==> config.mk <==
export PLATFORM = sky130hd
export DESIGN_NAME = uyvy422_to_rgb24_converter
export DESIGN_NICKNAME = d
export VERILOG_FILES = /design/src/uyc_pkg.sv /design/src/uyvy422_to_rgb24_converter.sv /design/src/uyc_luma_lane.sv /design/src/uyc_chroma.sv /design/src/uyc_merge.sv
export SDC_FILE = /design/constraint.sdc
export NUM_CORES = 1
export LEC_CHECK = 0
export BUFFER_PORTS_ARGS = -buffer_cell sky130_fd_sc_hd__buf_2
export CORE_ASPECT_RATIO = 1.75
export CORE_MARGIN = 2
export CORE_UTILIZATION = 50
export CTS_CLUSTER_SIZE = 10
export DETAILED_ROUTE_END_ITERATION = 6
export GPL_TIMING_DRIVEN = 1
export PLACE_DENSITY = 0.64
export SETUP_SLACK_MARGIN = 0.15
export SYNTH_ARGS = -nofsm -noshare
export SYNTH_HDL_FRONTEND = slang
export SYNTH_SLANG_ARGS = --single-unit
==> constraint.sdc <==
create_clock -name clk -period 8.3 [get_ports clk]
set_input_delay 1.245 -clock clk [delete_from_list [all_inputs] [get_ports clk]]
set_output_delay 1.245 -clock clk [all_outputs]
set_load 0.05 [all_outputs]
==> src/uyc_pkg.sv <==
// shared constants, types and fixed-point helpers for the uyvy to rgb converter
`default_nettype none

package uyc_pkg;

	// coefficients in signed q2.12, truncated toward zero
	localparam int FRAC_BITS = 12;
	localparam int COEF_W    = 15;
	localparam logic signed [COEF_W-1:0] COEF_Y  = 15'sd4767;
	localparam logic signed [COEF_W-1:0] COEF_RV = 15'sd6537;
	localparam logic signed [COEF_W-1:0] COEF_GV = 15'sd3330;
	localparam logic signed [COEF_W-1:0] COEF_GU = 15'sd1601;
	localparam logic signed [COEF_W-1:0] COEF_BU = 15'sd8265;

	localparam int PROD_W = 24;
	localparam int TERM_W = 10;
	localparam int SUM_W  = 12;

	typedef logic signed [PROD_W-1:0] prod_t;
	typedef logic signed [TERM_W-1:0] term_t;
	typedef logic signed [SUM_W-1:0]  sum_t;
	typedef logic signed [8:0]        offs_t;

	localparam offs_t LUMA_OFFSET   = 9'sd16;
	localparam offs_t CHROMA_OFFSET = 9'sd128;
	localparam prod_t TRUNC_BIAS    = prod_t'((1 << FRAC_BITS) - 1);
	localparam sum_t  BYTE_MAX      = 12'sd255;

	// chroma terms shared by both pixels
	typedef struct packed {
		term_t tr;
		term_t tg;
		term_t tb;
	} chroma_terms_t;

	typedef struct packed {
		logic [7:0] r;
		logic [7:0] g;
		logic [7:0] b;
	} rgb_t;

	// signed product over 4096, truncated toward zero
	function automatic term_t trunc_q12(input prod_t p);
		prod_t adj;
		adj = p[PROD_W-1] ? p + TRUNC_BIAS : p;
		return term_t'(adj >>> FRAC_BITS);
	endfunction

	function automatic logic [7:0] clamp_byte(input sum_t s);
		logic [7:0] res;
		if (s < 0) begin
			res = 8'd0;
		end else if (s > BYTE_MAX) begin
			res = 8'hFF;
		end else begin
			res = s[7:0];
		end
		return res;
	endfunction

endpackage

`default_nettype wire

==> src/uyvy422_to_rgb24_converter.sv <==
// top level: uyvy 4:2:2 macropixel to two rgb24 pixels, bt.601 studio range
// three registered stages: multiply, truncate, add+clamp; the last drives the master side
// throughput: one word per cycle while m_tready is high
// each stage advances when empty or when the stage after it advances, so bubbles collapse
// reset: arst_n clears the stage valid bits at once; payload registers are not reset
`default_nettype none

module uyvy422_to_rgb24_converter (
	input  wire logic        clk,
	input  wire logic        arst_n,
	// slave side
	input  wire logic        s_tvalid,
	output logic             s_tready,
	input  wire logic [31:0] s_tdata,  // chroma_blue, luma_first, chroma_red, luma_second
	input  wire logic        s_tlast,  // frame_end_in
	// master side
	output logic             m_tvalid,
	input  wire logic        m_tready,
	output logic [47:0]      m_tdata,  // red_first, green_first, blue_first,
	                                   // red_second, green_second, blue_second
	output logic             m_tlast   // frame_end_out
);

	// stage valid bits
	logic v_s1, v_s2, v_s3;
	// stage load enables
	logic en_s1, en_s2, en_s3;

	// frame end mark rides along with the pixel pair
	logic last_s1, last_s2, last_s3;

	uyc_pkg::term_t        luma0_s2;
	uyc_pkg::term_t        luma1_s2;
	uyc_pkg::chroma_terms_t terms_s2;
	uyc_pkg::rgb_t         pix0_s3;
	uyc_pkg::rgb_t         pix1_s3;

	// ready ripples back: a stage loads if it is empty or is handing its word on
	assign en_s3    = !v_s3 || m_tready;
	assign en_s2    = !v_s2 || en_s3;
	assign en_s1    = !v_s1 || en_s2;
	assign s_tready = en_s1;

	always_ff @(posedge clk or negedge arst_n) begin
		if (!arst_n) begin
			v_s1 <= 1'b0;
			v_s2 <= 1'b0;
			v_s3 <= 1'b0;
		end else begin
			if (en_s1) begin
				v_s1 <= s_tvalid;
			end
			if (en_s2) begin
				v_s2 <= v_s1;
			end
			if (en_s3) begin
				v_s3 <= v_s2;
			end
		end
	end

	always_ff @(posedge clk) begin
		if (en_s1) begin
			last_s1 <= s_tlast;
		end
		if (en_s2) begin
			last_s2 <= last_s1;
		end
		if (en_s3) begin
			last_s3 <= last_s2;
		end
	end

	// two luma lanes, one per pixel of the pair
	uyc_luma_lane u_lane0 (
		.clk     (clk),
		.en_s1   (en_s1),
		.en_s2   (en_s2),
		.luma    (s_tdata[15:8]),
		.term_s2 (luma0_s2)
	);

	uyc_luma_lane u_lane1 (
		.clk     (clk),
		.en_s1   (en_s1),
		.en_s2   (en_s2),
		.luma    (s_tdata[31:24]),
		.term_s2 (luma1_s2)
	);

	// chroma terms are computed once and shared by both pixels
	uyc_chroma u_chroma (
		.clk         (clk),
		.en_s1       (en_s1),
		.en_s2       (en_s2),
		.chroma_blue (s_tdata[7:0]),
		.chroma_red  (s_tdata[23:16]),
		.terms_s2    (terms_s2)
	);

	uyc_merge u_merge (
		.clk     (clk),
		.en_s3   (en_s3),
		.luma0   (luma0_s2),
		.luma1   (luma1_s2),
		.terms   (terms_s2),
		.pix0_s3 (pix0_s3),
		.pix1_s3 (pix1_s3)
	);

	assign m_tvalid = v_s3;
	assign m_tlast  = last_s3;
	assign m_tdata  = {pix1_s3.b, pix1_s3.g, pix1_s3.r, pix0_s3.b, pix0_s3.g, pix0_s3.r};

endmodule

`default_nettype wire

==> src/uyc_luma_lane.sv <==
// one luma lane: offset, scale by 1.164 and truncate
`default_nettype none

module uyc_luma_lane (
	input  wire logic           clk,
	input  wire logic           en_s1,
	input  wire logic           en_s2,
	input  wire logic [7:0]     luma,
	output uyc_pkg::term_t      term_s2
);

	uyc_pkg::offs_t d;
	uyc_pkg::prod_t prod_s1;

	assign d = $signed({1'b0, luma}) - uyc_pkg::LUMA_OFFSET;

	always_ff @(posedge clk) begin
		if (en_s1) begin
			prod_s1 <= d * uyc_pkg::COEF_Y;
		end
		if (en_s2) begin
			term_s2 <= uyc_pkg::trunc_q12(prod_s1);
		end
	end

endmodule

`default_nettype wire

==> src/uyc_chroma.sv <==
// chroma path: red, green and blue chroma terms shared by the pixel pair
`default_nettype none

module uyc_chroma (
	input  wire logic              clk,
	input  wire logic              en_s1,
	input  wire logic              en_s2,
	input  wire logic [7:0]        chroma_blue,
	input  wire logic [7:0]        chroma_red,
	output uyc_pkg::chroma_terms_t terms_s2
);

	uyc_pkg::offs_t u;
	uyc_pkg::offs_t v;
	uyc_pkg::prod_t rv_s1;
	uyc_pkg::prod_t gv_s1;
	uyc_pkg::prod_t gu_s1;
	uyc_pkg::prod_t bu_s1;
	uyc_pkg::prod_t gsum;

	assign u = $signed({1'b0, chroma_blue}) - uyc_pkg::CHROMA_OFFSET;
	assign v = $signed({1'b0, chroma_red}) - uyc_pkg::CHROMA_OFFSET;

	// green is truncated once, after both products are summed
	assign gsum = -gv_s1 - gu_s1;

	always_ff @(posedge clk) begin
		if (en_s1) begin
			rv_s1 <= v * uyc_pkg::COEF_RV;
			gv_s1 <= v * uyc_pkg::COEF_GV;
			gu_s1 <= u * uyc_pkg::COEF_GU;
			bu_s1 <= u * uyc_pkg::COEF_BU;
		end
		if (en_s2) begin
			terms_s2.tr <= uyc_pkg::trunc_q12(rv_s1);
			terms_s2.tg <= uyc_pkg::trunc_q12(gsum);
			terms_s2.tb <= uyc_pkg::trunc_q12(bu_s1);
		end
	end

endmodule

`default_nettype wire

==> src/uyc_merge.sv <==
// merge stage: add luma and chroma terms per channel and clamp to a byte
`default_nettype none

module uyc_merge (
	input  wire logic                  clk,
	input  wire logic                  en_s3,
	input  wire uyc_pkg::term_t        luma0,
	input  wire uyc_pkg::term_t        luma1,
	input  wire uyc_pkg::chroma_terms_t terms,
	output uyc_pkg::rgb_t              pix0_s3,
	output uyc_pkg::rgb_t              pix1_s3
);

	function automatic uyc_pkg::rgb_t mix(input uyc_pkg::term_t y,
			input uyc_pkg::chroma_terms_t t);
		uyc_pkg::rgb_t p;
		p.r = uyc_pkg::clamp_byte(uyc_pkg::sum_t'(y) + uyc_pkg::sum_t'(t.tr));
		p.g = uyc_pkg::clamp_byte(uyc_pkg::sum_t'(y) + uyc_pkg::sum_t'(t.tg));
		p.b = uyc_pkg::clamp_byte(uyc_pkg::sum_t'(y) + uyc_pkg::sum_t'(t.tb));
		return p;
	endfunction

	always_ff @(posedge clk) begin
		if (en_s3) begin
			pix0_s3 <= mix(luma0, terms);
			pix1_s3 <= mix(luma1, terms);
		end
	end

endmodule

`default_nettype wire

==> results by group, run 1 <==
Setup path
  • Worst path max stage delay: around 0.54 ns
  • Worst reg2reg startpoint: u_chroma.rv_s1[0]
  • Crit path max fanout: 5
  • Critical Path Sink Type: flop
  • Crit path depth: 21
  • Worst path bufs/invs: 4
  • Worst setup SP type: primary input
  • Max stage delay cell, worst path: fa_1
  • Worst Reg-to-Reg Cells: 13
  • Reg2reg end: u_chroma.terms_s2[19]
  • Critical path required time: slightly below 9 ns
  • Critical path origin: s_tdata[12]
  • WS Path Type: primary input to flop
  • Setup crit end: u_lane0.prod_s1[19]
  • Crit path max-delay family: adder cells
  • CP Cell Sequence: buf_2 -> inv_1 -> ha_1 -> xor2_1 -> ha_1 -> ha_1 -> inv_1 -> fa_1 -> inv_1 -> fa_1 -> ha_1 -> ha_1 -> nor2b_1 -> o21ai_0 -> a21boi_0 -> o21ai_0 -> a21boi_1 -> o2111ai_1 -> nand3_1 -> a2111oi_0 -> nand4bb_1
  • Crit path DAT: roughly 6.5 ns
  • CP most frequent cell: ha_1
  • Setup slack, reg-to-reg: ~4.4 ns

Timing
  • Min Hold Slack: 0.4177 ns
  • Setup TNS: 0 ns
  • Crit path time final: 6.090 ns
  • Fin. max-slew vios: 0
  • Clock Skews: between 0.01 and 0.015 ns
  • Final setup vio count: 0
  • Final Hold Viols: 0
  • Highest attainable clock frequency: around 160 MHz
  • Tightest Pin Transition: 1.132 ns
  • Slew headroom: 24.54%
  • Fin crit share: 73.37%
  • RSZ-0062 raised after global routing: no

CTS
  • Clock sinks: 232
  • Hold buffers post-CTS: 0
  • CTS-repair resized insts: 0
  • Clk_lat worst skew: 0.54 ns
  • CTS tree: built
  • Post-CTS Setup Inserts: 0
  • H-tree depth: 1
  • CTS buffer count: 27
  • Root buffer cell: clkbuf_16
  • Clock transition at path regs: ~0.060 ns
  • Clock Path Buffers: 3

Global route
  • Vias in the first global route: 15359
  • Total GRT Usage: approximately a fifth
  • Initial antenna violation count: 0
  • Total grt overflow: 0
  • Largest net degree at the start of global routing: 82
  • First-pass GRT wire length: between 70000 and 80000 um

Logic synthesis
  • Syn nets: ~2600
  • Post-synth ARST share: 1.293%
  • Synth Cell Area: between 20000 and 25000 um2
  • Ys Warns: 0
  • Sequential share of the synthesized area: 32.07%
  • Post-synth top area cell: edfxtp_1
  • Post-synthesis instance total: around 2000
  • Post-synth EDFFs: ~230
  • Top cell type's share of synthesized area: 31.72%
  • Main synth FF type: edfxtp_1
  • Yosys reg bits: approximately 230
  • Largest cells by area after synthesis: edfxtp_1 (32%), ha_1 (27%), fa_1 (8.7%)
  • Syn_area_per_cell: between 10 and 15 um2
  • Post-synth cell types: between 70 and 80

Final layout
  • Area of the multi-input gates: 13530 um2
  • Inserted Diodes: 0
  • Filler-free cell count of the finished design: around 2700
  • Share of cells above drive strength 1: 6.898%
  • Final layout net count: roughly 2700
  • Register area: roughly 7000 um2
  • Design Area, Final: around 24000 um2
  • Fillers: approximately 3800
  • P&R area growth vs syn: 8.617%

Power and ir drop
  • Pwr Density: 382.9 nW/um2
  • VDD IR-drop max: around 0.00022 V
  • Leakage power: about 0.012 uW

Routing
  • Final wirelength: about 45000 um
  • Drc violations: 0
  • Initial DRC Count: 500
  • Remaining antenna violation count: 0
  • Vias: roughly 15000
  • WL per Instance: around 17 um
  • First-pass DRT Iterations: 4
  • Via density: 5.434

Placement
  • HPWL Detailed: approximately 38000 um
  • Inst Count DP: between 2000 and 3000
  • Placer Congestion: around 0.94
  • PortBufs: 87
  • Placed cell area: around 23000 um2

Die
  • Core area: 43090 um2
  • Total I/O pin count: 88
  • Die Y: around 280 um
  • Die X: between 150 and 200 um
  • Rows: slightly above 100
  • Die area: between 40000 and 50000 um2
  • Initial Utilization: about half

Run
  • Max Cap Viol: 0

Hold path
  • Worst min path class: flop to flop

Outcome
  • Outcome: completed
==> through the flow <==
stage / util (%) / worst slack [ns] / total power, uW
finish: 54.64 / 2.210 / 9015
global route: 54.64 / 1.808 / 9854
CTS: 54.64 / 2.229 / 9091
detailed placement: 52.98 / 1.669 / 8009
global placement: 52.98 / 1.792 / 7874
floorplan: - / 1.119 / 6768
==> cell type report <==
| class | instances | share of cell area (%) |
|---|---|---|
| Timing Repair Buffer | 90 | 1.945 |
| Inverter | 314 | 5.006 |
| Clock inverter | 2 | 0.04251 |
| Multi-Input combinational cell | 1458 | 57.48 |
| Clock buffer | 35 | 2.997 |
| Sequential cell | 232 | 29.52 |
| Tap cell | 566 | 3.008 |
==> how the worst min path moves through the flow <==
stage,start,endpoint,slack (ns),cells past startpoint
after detailed placement,last_s2,m_tlast,0.40,0
after global routing,last_s2,m_tlast,0.43,0
final,last_s2,m_tlast,0.42,0
after global placement,last_s2,m_tlast,0.40,0
after CTS,last_s2,m_tlast,0.42,0
after floorplan,last_s1,last_s2,0.40,0
==> metal layers <==
layer  global-route usage, %  up-vias  share of wire (%)
li1                        -     7338                  -
met1                   18.91     6968                 35
met2                   42.33      234                 57
met3                   1.451      115                2.2
met4                   10.78        0                5.6
met5                       0        -                  0
==> logic make-up after synthesis <==
logic type	after synthesis	share of synthesized area, %
flip-flops	232	32.07
AND/OR/NAND/NOR	365	8.386
XOR/XNOR	175	7.070
multiplexers	5	0.2424
adder cells (fa/ha/maj)	556	35.35
buffers and inverters	318	5.512
AO/OA/AOI/OAI	357	11.38
==> flip-flops by register name (all words and copies together), names as in the netlist <==
register and cells:
m_tvalid 1, u_lane0.term_s2 10, u_chroma.gu_s1 18, v_s2 1
u_lane0.prod_s1 23, u_chroma.gv_s1 18, u_merge.pix0_s3 24, u_lane1.prod_s1 23
u_lane1.term_s2 10, v_s1 1, u_chroma.rv_s1 23, u_chroma.terms_s2 30
u_merge.pix1_s3 24, last_s2 1, m_tlast 1, u_chroma.bu_s1 23
last_s1 1
==> power breakdown <==
part | leakage, uW | total (uW) | switching, uW | internal [uW]
logic | 0.00881 | 5580 | 3250 | 2330
registers | 0.00237 | 2420 | 312 | 2110
clock network | 0.000350 | 1020 | 433 | 582
total | 0.0115 | 9010 | 3990 | 5020
==> placed cells by master, fill, tap and decap left out, types with 17 or more instances in the layout <==
master / netlist / routed
and3_1: 18 / 18
inv_1: 314 / 314
o21bai_1: 32 / 32
ha_1: 462 / 462
nor3_1: 40 / 40
a31oi_1: 17 / 17
nand3_1: 40 / 40
xnor2_1: 117 / 117
a21oi_1: 89 / 89
edfxtp_1: 229 / 229
clkbuf_16: 0 / 27
xor2_1: 58 / 58
o21a_1: 26 / 26
o21ai_0: 41 / 41
nand2_1: 97 / 97
nor2_1: 74 / 74
a211oi_1: 17 / 17
fa_1: 94 / 94
a21o_1: 57 / 57
buf_2: 1 / 87
==> synthesized netlist by cell type (all sizes together) (7+ instances only) <==
cell type	n
nand2	97
a31oi	20
nor4	14
and3	18
a21o	57
nor2b	14
a211o	7
inv	314
nand2b	13
ha	462
nor3	42
xor2	58
o21ai	46
a211oi	18
nand4	9
fa	94
nor2	75
xnor2	117
o21bai	32
o21a	27
nand3	40
o211ai	13
a21oi	89
or3	13
edfxtp	229
No activity file was read; power rests on OpenSTA's default activity.
==> run 2, diff against run 1 <==
- clock period: 8.3 -> 6.3 ns (I/O delays scaled with it)
==> run 2 against run 1 <==
  * Sequential power is 32% higher
  * Total power up 32%
  * Utilization is 0.21 points higher
  * Largest cell class unchanged
  * Combinational power rose by 31%
  * Final area increased by 0.39%
==> results by group, run 2 (synthesis gave the netlist of run 1 again) <==
Outcome
  • Outcome: completed

Routing
  • Final wirelength: between 40000 and 50000 um
  • WL per Instance: ~17 um
  • Via density: ~5.4
  • Remaining antenna violation count: 0
  • Drc violations: 0
  • First-pass DRT Iterations: 4
  • Vias: between 10000 and 15000
  • Initial DRC Count: between 300 and 400

Timing
  • Highest attainable clock frequency: around 180 MHz
  • Fin crit share: 90.45%
  • Slew headroom: between 20% and 30%
  • Final setup vio count: 0
  • Crit path time final: roughly 5.7 ns
  • Tightest Pin Transition: around 1.1 ns
  • Fin. max-slew vios: 0
  • Final Hold Viols: 0
  • RSZ-0062 raised after global routing: no
  • Clock Skews: approximately 0.033 ns

Final layout
  • Filler-free cell count of the finished design: ~2700
  • Most frequent cells in the layout: ha_1 (462), inv_1 (314), edfxtp_1 (229)
  • Inserted Diodes: 0
  • Share of cells above drive strength 1: 7.153%
  • Final core occ: approximately 55%
  • Fillers: between 3000 and 4000
  • P&R area growth vs syn: 9.039%
  • Largest registers: u_chroma.terms_s2: 30 flops, u_merge.pix0_s3: 24 flops, u_merge.pix1_s3: 24 flops
  • Commonest non-fill, non-tap cell in the layout: ha_1
  • Max reg flops: 30
  • Design Area, Final: ~24000 um2
  • Most flops, register: u_chroma.terms_s2
  • Final layout net count: 2720

Global route
  • Largest net degree at the start of global routing: 76
  • Total grt overflow: 0
  • Initial antenna violation count: 1
  • Total GRT Usage: about 20%
  • First-pass GRT wire length: between 70000 and 80000 um
  • Vias in the first global route: between 15000 and 20000

Power and ir drop
  • VDD IR-drop max: approximately 0.00034 V
  • Final Power: about 12000 uW
  • Leakage power: roughly 0.012 uW
  • Pwr Density: a little over 500 nW/um2

Setup path
  • Critical Path Sink Type: flop
  • WS Path Type: primary input to flop
  • Worst setup SP type: primary input
  • Crit path DAT: about 6 ns
  • Crit path max fanout: 5
  • Critical path required time: 6.62 ns
  • Setup slack, reg-to-reg: roughly 2.4 ns

Die
  • Die X: 161.4 um
  • Rows: just over 100
  • Core area: approximately 43000 um2
  • Initial Utilization: around half
  • Die Y: about 280 um
  • Die area: between 40000 and 50000 um2
  • Total I/O pin count: 88

CTS
  • Root buffer cell: clkbuf_16
  • CTS buffer count: 27
  • Clk_lat worst skew: ~0.56 ns
  • Clock transition at path regs: roughly 0.05 ns
  • Clock Path Buffers: 3
  • H-tree depth: 1
  • CTS tree: built
  • Clock sinks: between 200 and 250

Placement
  • Inst Count DP: ~2700
  • Placed cell area: approximately 23000 um2
  • HPWL Detailed: 37890 um
  • PortBufs: 87
  • Placer Congestion: roughly 0.94

Run
  • Max Cap Viol: 0

Hold path
  • Worst min path class: primary input to asynchronous set/reset pin
run 2: cell type report:
| class | count | area (um2) | area share (%) |
|---|---|---|---|
| multi-input combinational | 1458 | 13540 | 57.29 |
| timing repair buffer | 94 | 488.0 | 2.064 |
| tap | 566 | 708.2 | 2.996 |
| clock inverter | 2 | 38.79 | 0.1641 |
| clock buffer | 39 | 730.7 | 3.091 |
| inverter | 314 | 1179 | 4.986 |
| sequential | 232 | 6952 | 29.41 |
run 2: layer usage:
metal	part of all wire (%)	track usage, %
met4	5.2	10.12
met3	2.1	1.643
met2	58	42.66
met1	35	18.99
met5	0	0
run 2: repair_timing:
action                     in CTS  in global routing
resized for setup               0                  1
setup buffers                   0                  0
setup endpoints to repair       0                  1
hold buffers                    0                  0
run 2: critical path, cell delays in order:
cell       delay, ns
buf_2           0.12
inv_1           0.15
ha_1            0.24
xor2_1          0.30
inv_1           0.17
ha_1            0.21
inv_1           0.11
ha_1            0.15
inv_1           0.06
fa_1            0.53
inv_1           0.06
fa_1            0.58
fa_1            0.44
ha_1            0.35
inv_1           0.06
o21ai_0         0.08
a21o_1          0.21
a21oi_1         0.25
o211ai_1        0.17
a31oi_1         0.28
o21bai_1        0.13
a2111oi_0       0.43
run 2: stage by stage:
step / TNS, ns / setup WS, ns / hold WS (ns)
after floorplan: -74.94 / -0.5809 / 0.4003
after global placement: 0 / 0.1750 / 0.4007
after detailed placement: 0 / 0.01232 / 0.4143
after CTS: 0 / 0.5610 / 0.1515
after global routing: 0 / 0.2302 / 0.1639
final: 0 / 0.6014 / 0.1763
run 2: report_power, final:
| part | switching [uW] | total (uW) | leakage, uW | internal (uW) |
|---|---|---|---|---|
| sequential | 417 | 3190 | 0.00237 | 2770 |
| clock | 576 | 1410 | 0.000372 | 830 |
| combinational | 4250 | 7330 | 0.00883 | 3080 |
run 2: worst paths after layout:
check	startpoint	to	cells after the start
hold / removal	arst_n	m_tvalid	1
min in group clk	last_s1	last_s2	0
setup reg to reg	u_chroma.bu_s1[1]	u_chroma.terms_s2[19]	13
setup / recovery	s_tdata[28]	u_lane1.prod_s1[22]	22
hold reg to reg	last_s1	last_s2	0
max in group asynchronous	arst_n	v_s2	1
==> run 3, diff against run 2 <==
--- a/config.mk
+++ b/config.mk
@@ -12,4 +12,5 @@
 export CTS_CLUSTER_SIZE = 10
 export DETAILED_ROUTE_END_ITERATION = 6
+export GPL_ROUTABILITY_DRIVEN = 0
 export GPL_TIMING_DRIVEN = 1
 export PLACE_DENSITY = 0.64
==> constraint.sdc (replaced) <==
create_clock -name clk -period 6.3 [get_ports clk]
set_input_delay 0.945 -clock clk [delete_from_list [all_inputs] [get_ports clk]]
set_output_delay 0.945 -clock clk [all_outputs]
set_load 0.02 [all_outputs]
==> run 3 against run 2 <==
  * Sequential share of layout area about the same
  * Combinational power down 5.3%
  * Largest cell class unchanged
  * Largest power group unchanged
  * Clock power down 4%
  * Fmax down 0.71%
  * Critical path type unchanged
  * Clock-buffer cell count down 2
==> results by group, run 3 (synthesis gave the netlist of run 1 again) <==
Placement
  • Placed cell area: between 20000 and 25000 um2
  • PortBufs: a little under 90
  • HPWL Detailed: roughly 37000 um

Power and ir drop
  • Final Power: around 11000 uW
  • Internal Power: 6627 uW
  • Clock Power Share: 11.8%
  • Comb pwr share: just over 60%
  • Leakage power: approximately 0.012 uW
  • VDD IR-drop max: approximately 0.00026 V
  • Pwr Density: slightly below 500 nW/um2
  • Switching share of power: between 40% and 50%
  • Reg power frac: 27.8%
  • Sw Pwr: between 4000 and 5000 uW

Timing
  • Fin crit share: between 90 and 100%
  • Clock Skews: 0.01062 ns
  • Fin. max-slew vios: 0
  • Tightest Pin Transition: about 1.1 ns
  • Highest attainable clock frequency: around 170 MHz
  • Crit path time final: 5.740 ns
  • Final Hold Viols: 0
  • RSZ-0062 raised after global routing: no
  • Slew headroom: between 20% and 30%
  • Final setup vio count: 0

Final layout
  • Inserted Diodes: 0
  • Design Area, Final: approximately 24000 um2
  • Most frequent cells in the layout: ha_1 (462), inv_1 (314), edfxtp_1 (229)
  • Fillers: 3783
  • Final layout net count: 2722
  • Most flops, register: u_chroma.terms_s2
  • P&R area growth vs syn: 8.900%
  • Share of cells above drive strength 1: ~7%
  • Max reg flops: 30
  • Commonest non-fill, non-tap cell in the layout: ha_1
  • Largest registers: u_chroma.terms_s2: 30 flops, u_merge.pix0_s3: 24 flops, u_merge.pix1_s3: 24 flops

Die
  • Die Y: 279.5 um
  • Total I/O pin count: 88
  • Die X: roughly 160 um
  • Initial Utilization: between 50% and 60%
  • Die area: roughly 45000 um2
  • Core area: 43090 um2
  • Rows: approximately 100

CTS
  • Clock sinks: ~230
  • Root buffer cell: clkbuf_16
  • CTS-repair resized insts: 0
  • Clk_lat worst skew: 0.54 ns
  • CTS tree: built
  • Post-CTS Setup Inserts: 0
  • H-tree depth: 1
  • CTS buffer count: 27
  • Hold buffers post-CTS: 0
  • Clock transition at path regs: about 0.050 ns
  • Clock Path Buffers: 3

Setup path
  • Crit path max-delay family: adder cells
  • WS Path Type: primary input to flop
  • Critical path required time: between 6 and 7 ns
  • Crit path DAT: between 6 and 7 ns
  • Critical Path Sink Type: flop
  • Worst path max stage delay: 0.57 ns
  • Worst path bufs/invs: 7
  • Worst setup SP type: primary input
  • Max stage delay cell, worst path: fa_1
  • CP Cell Sequence: buf_2 -> inv_1 -> ha_1 -> xor2_1 -> inv_1 -> ha_1 -> inv_1 -> ha_1 -> inv_1 -> fa_1 -> inv_1 -> fa_1 -> fa_1 -> ha_1 -> inv_1 -> o21ai_0 -> a21o_1 -> a21oi_1 -> o211ai_1 -> a31oi_1 -> o21bai_1 -> a2111oi_0
  • Crit path max fanout: 5
  • CP most frequent cell: inv_1

Global route
  • Largest net degree at the start of global routing: between 70 and 80
  • Vias in the first global route: about 15000
  • First-pass GRT wire length: roughly 73000 um
  • Total grt overflow: 0
  • Initial antenna violation count: 0
  • Total GRT Usage: 20.20%

Outcome
  • Outcome: completed

Routing
  • Via density: ~5.4
  • Vias: between 10000 and 15000
  • Final wirelength: 44120 um
  • First-pass DRT Iterations: 5
  • Remaining antenna violation count: 0
  • Initial DRC Count: ~400
  • Drc violations: 0
  • WL per Instance: 16.31 um

Run
  • Max Cap Viol: 0

Hold path
  • Worst min path class: primary input to asynchronous set/reset pin
[run 3: final timing paths]
path	start	to	slack, ns	cells past startpoint
min in group clk	last_s1	last_s2	0.42	0
hold / removal	arst_n	v_s1	0.18	1
setup / recovery	s_tdata[12]	u_lane0.prod_s1[22]	0.56	22
hold reg to reg	last_s1	last_s2	0.42	0
max in group asynchronous	arst_n	v_s2	6.01	1
setup reg to reg	u_chroma.bu_s1[1]	u_chroma.terms_s2[14]	2.40	13
[run 3: final cells by class]
type,count,area (um2),share of cell area (%)
clock buffer,37,723.2,3.063
clock inverter,2,8.758,0.03710
inverter,314,1179,4.993
multi-input combinational,1458,13530,57.33
sequential,232,6952,29.45
tap,566,708.2,3.000
timing repair buffer,96,503.0,2.131
[run 3: power groups by stage]
stage               clock [uW]  combinational (uW)  sequential (uW)
global placement             0                6770             3210
floorplan                    0                5280             3270
finish                    1360                6940             3190
CTS                       1400                7000             3190
global route              1450                7920             3250
detailed placement           0                6920             3220
[run 3: per-layer routing]
metal	share of wire (%)	routed length, um	GRT usage, %
met4	5.9	2585	11.10
met2	57	24930	41.46
met1	35	15560	19.15
met3	2.4	1046	1.673
met5	0	0	0
[run 3: metrics by stage]
step | hold WS [ns] | TNS [ns] | setup slack (ns) | std cells | util (%)
2_1_floorplan | 0.4003 | -28.62 | -0.2218 | 2008 | -
3_3_place_gp | 0.4047 | 0 | 0.1713 | 2666 | 53.09
3_5_place_dp | 0.4128 | -0.02294 | -0.02294 | 2666 | 53.09
4_1_cts | 0.1592 | 0 | 0.5476 | 2705 | 54.78
5_1_grt | 0.1706 | 0 | 0.1799 | 2705 | 54.78
6_report | 0.1847 | 0 | 0.5605 | 2705 | 54.78
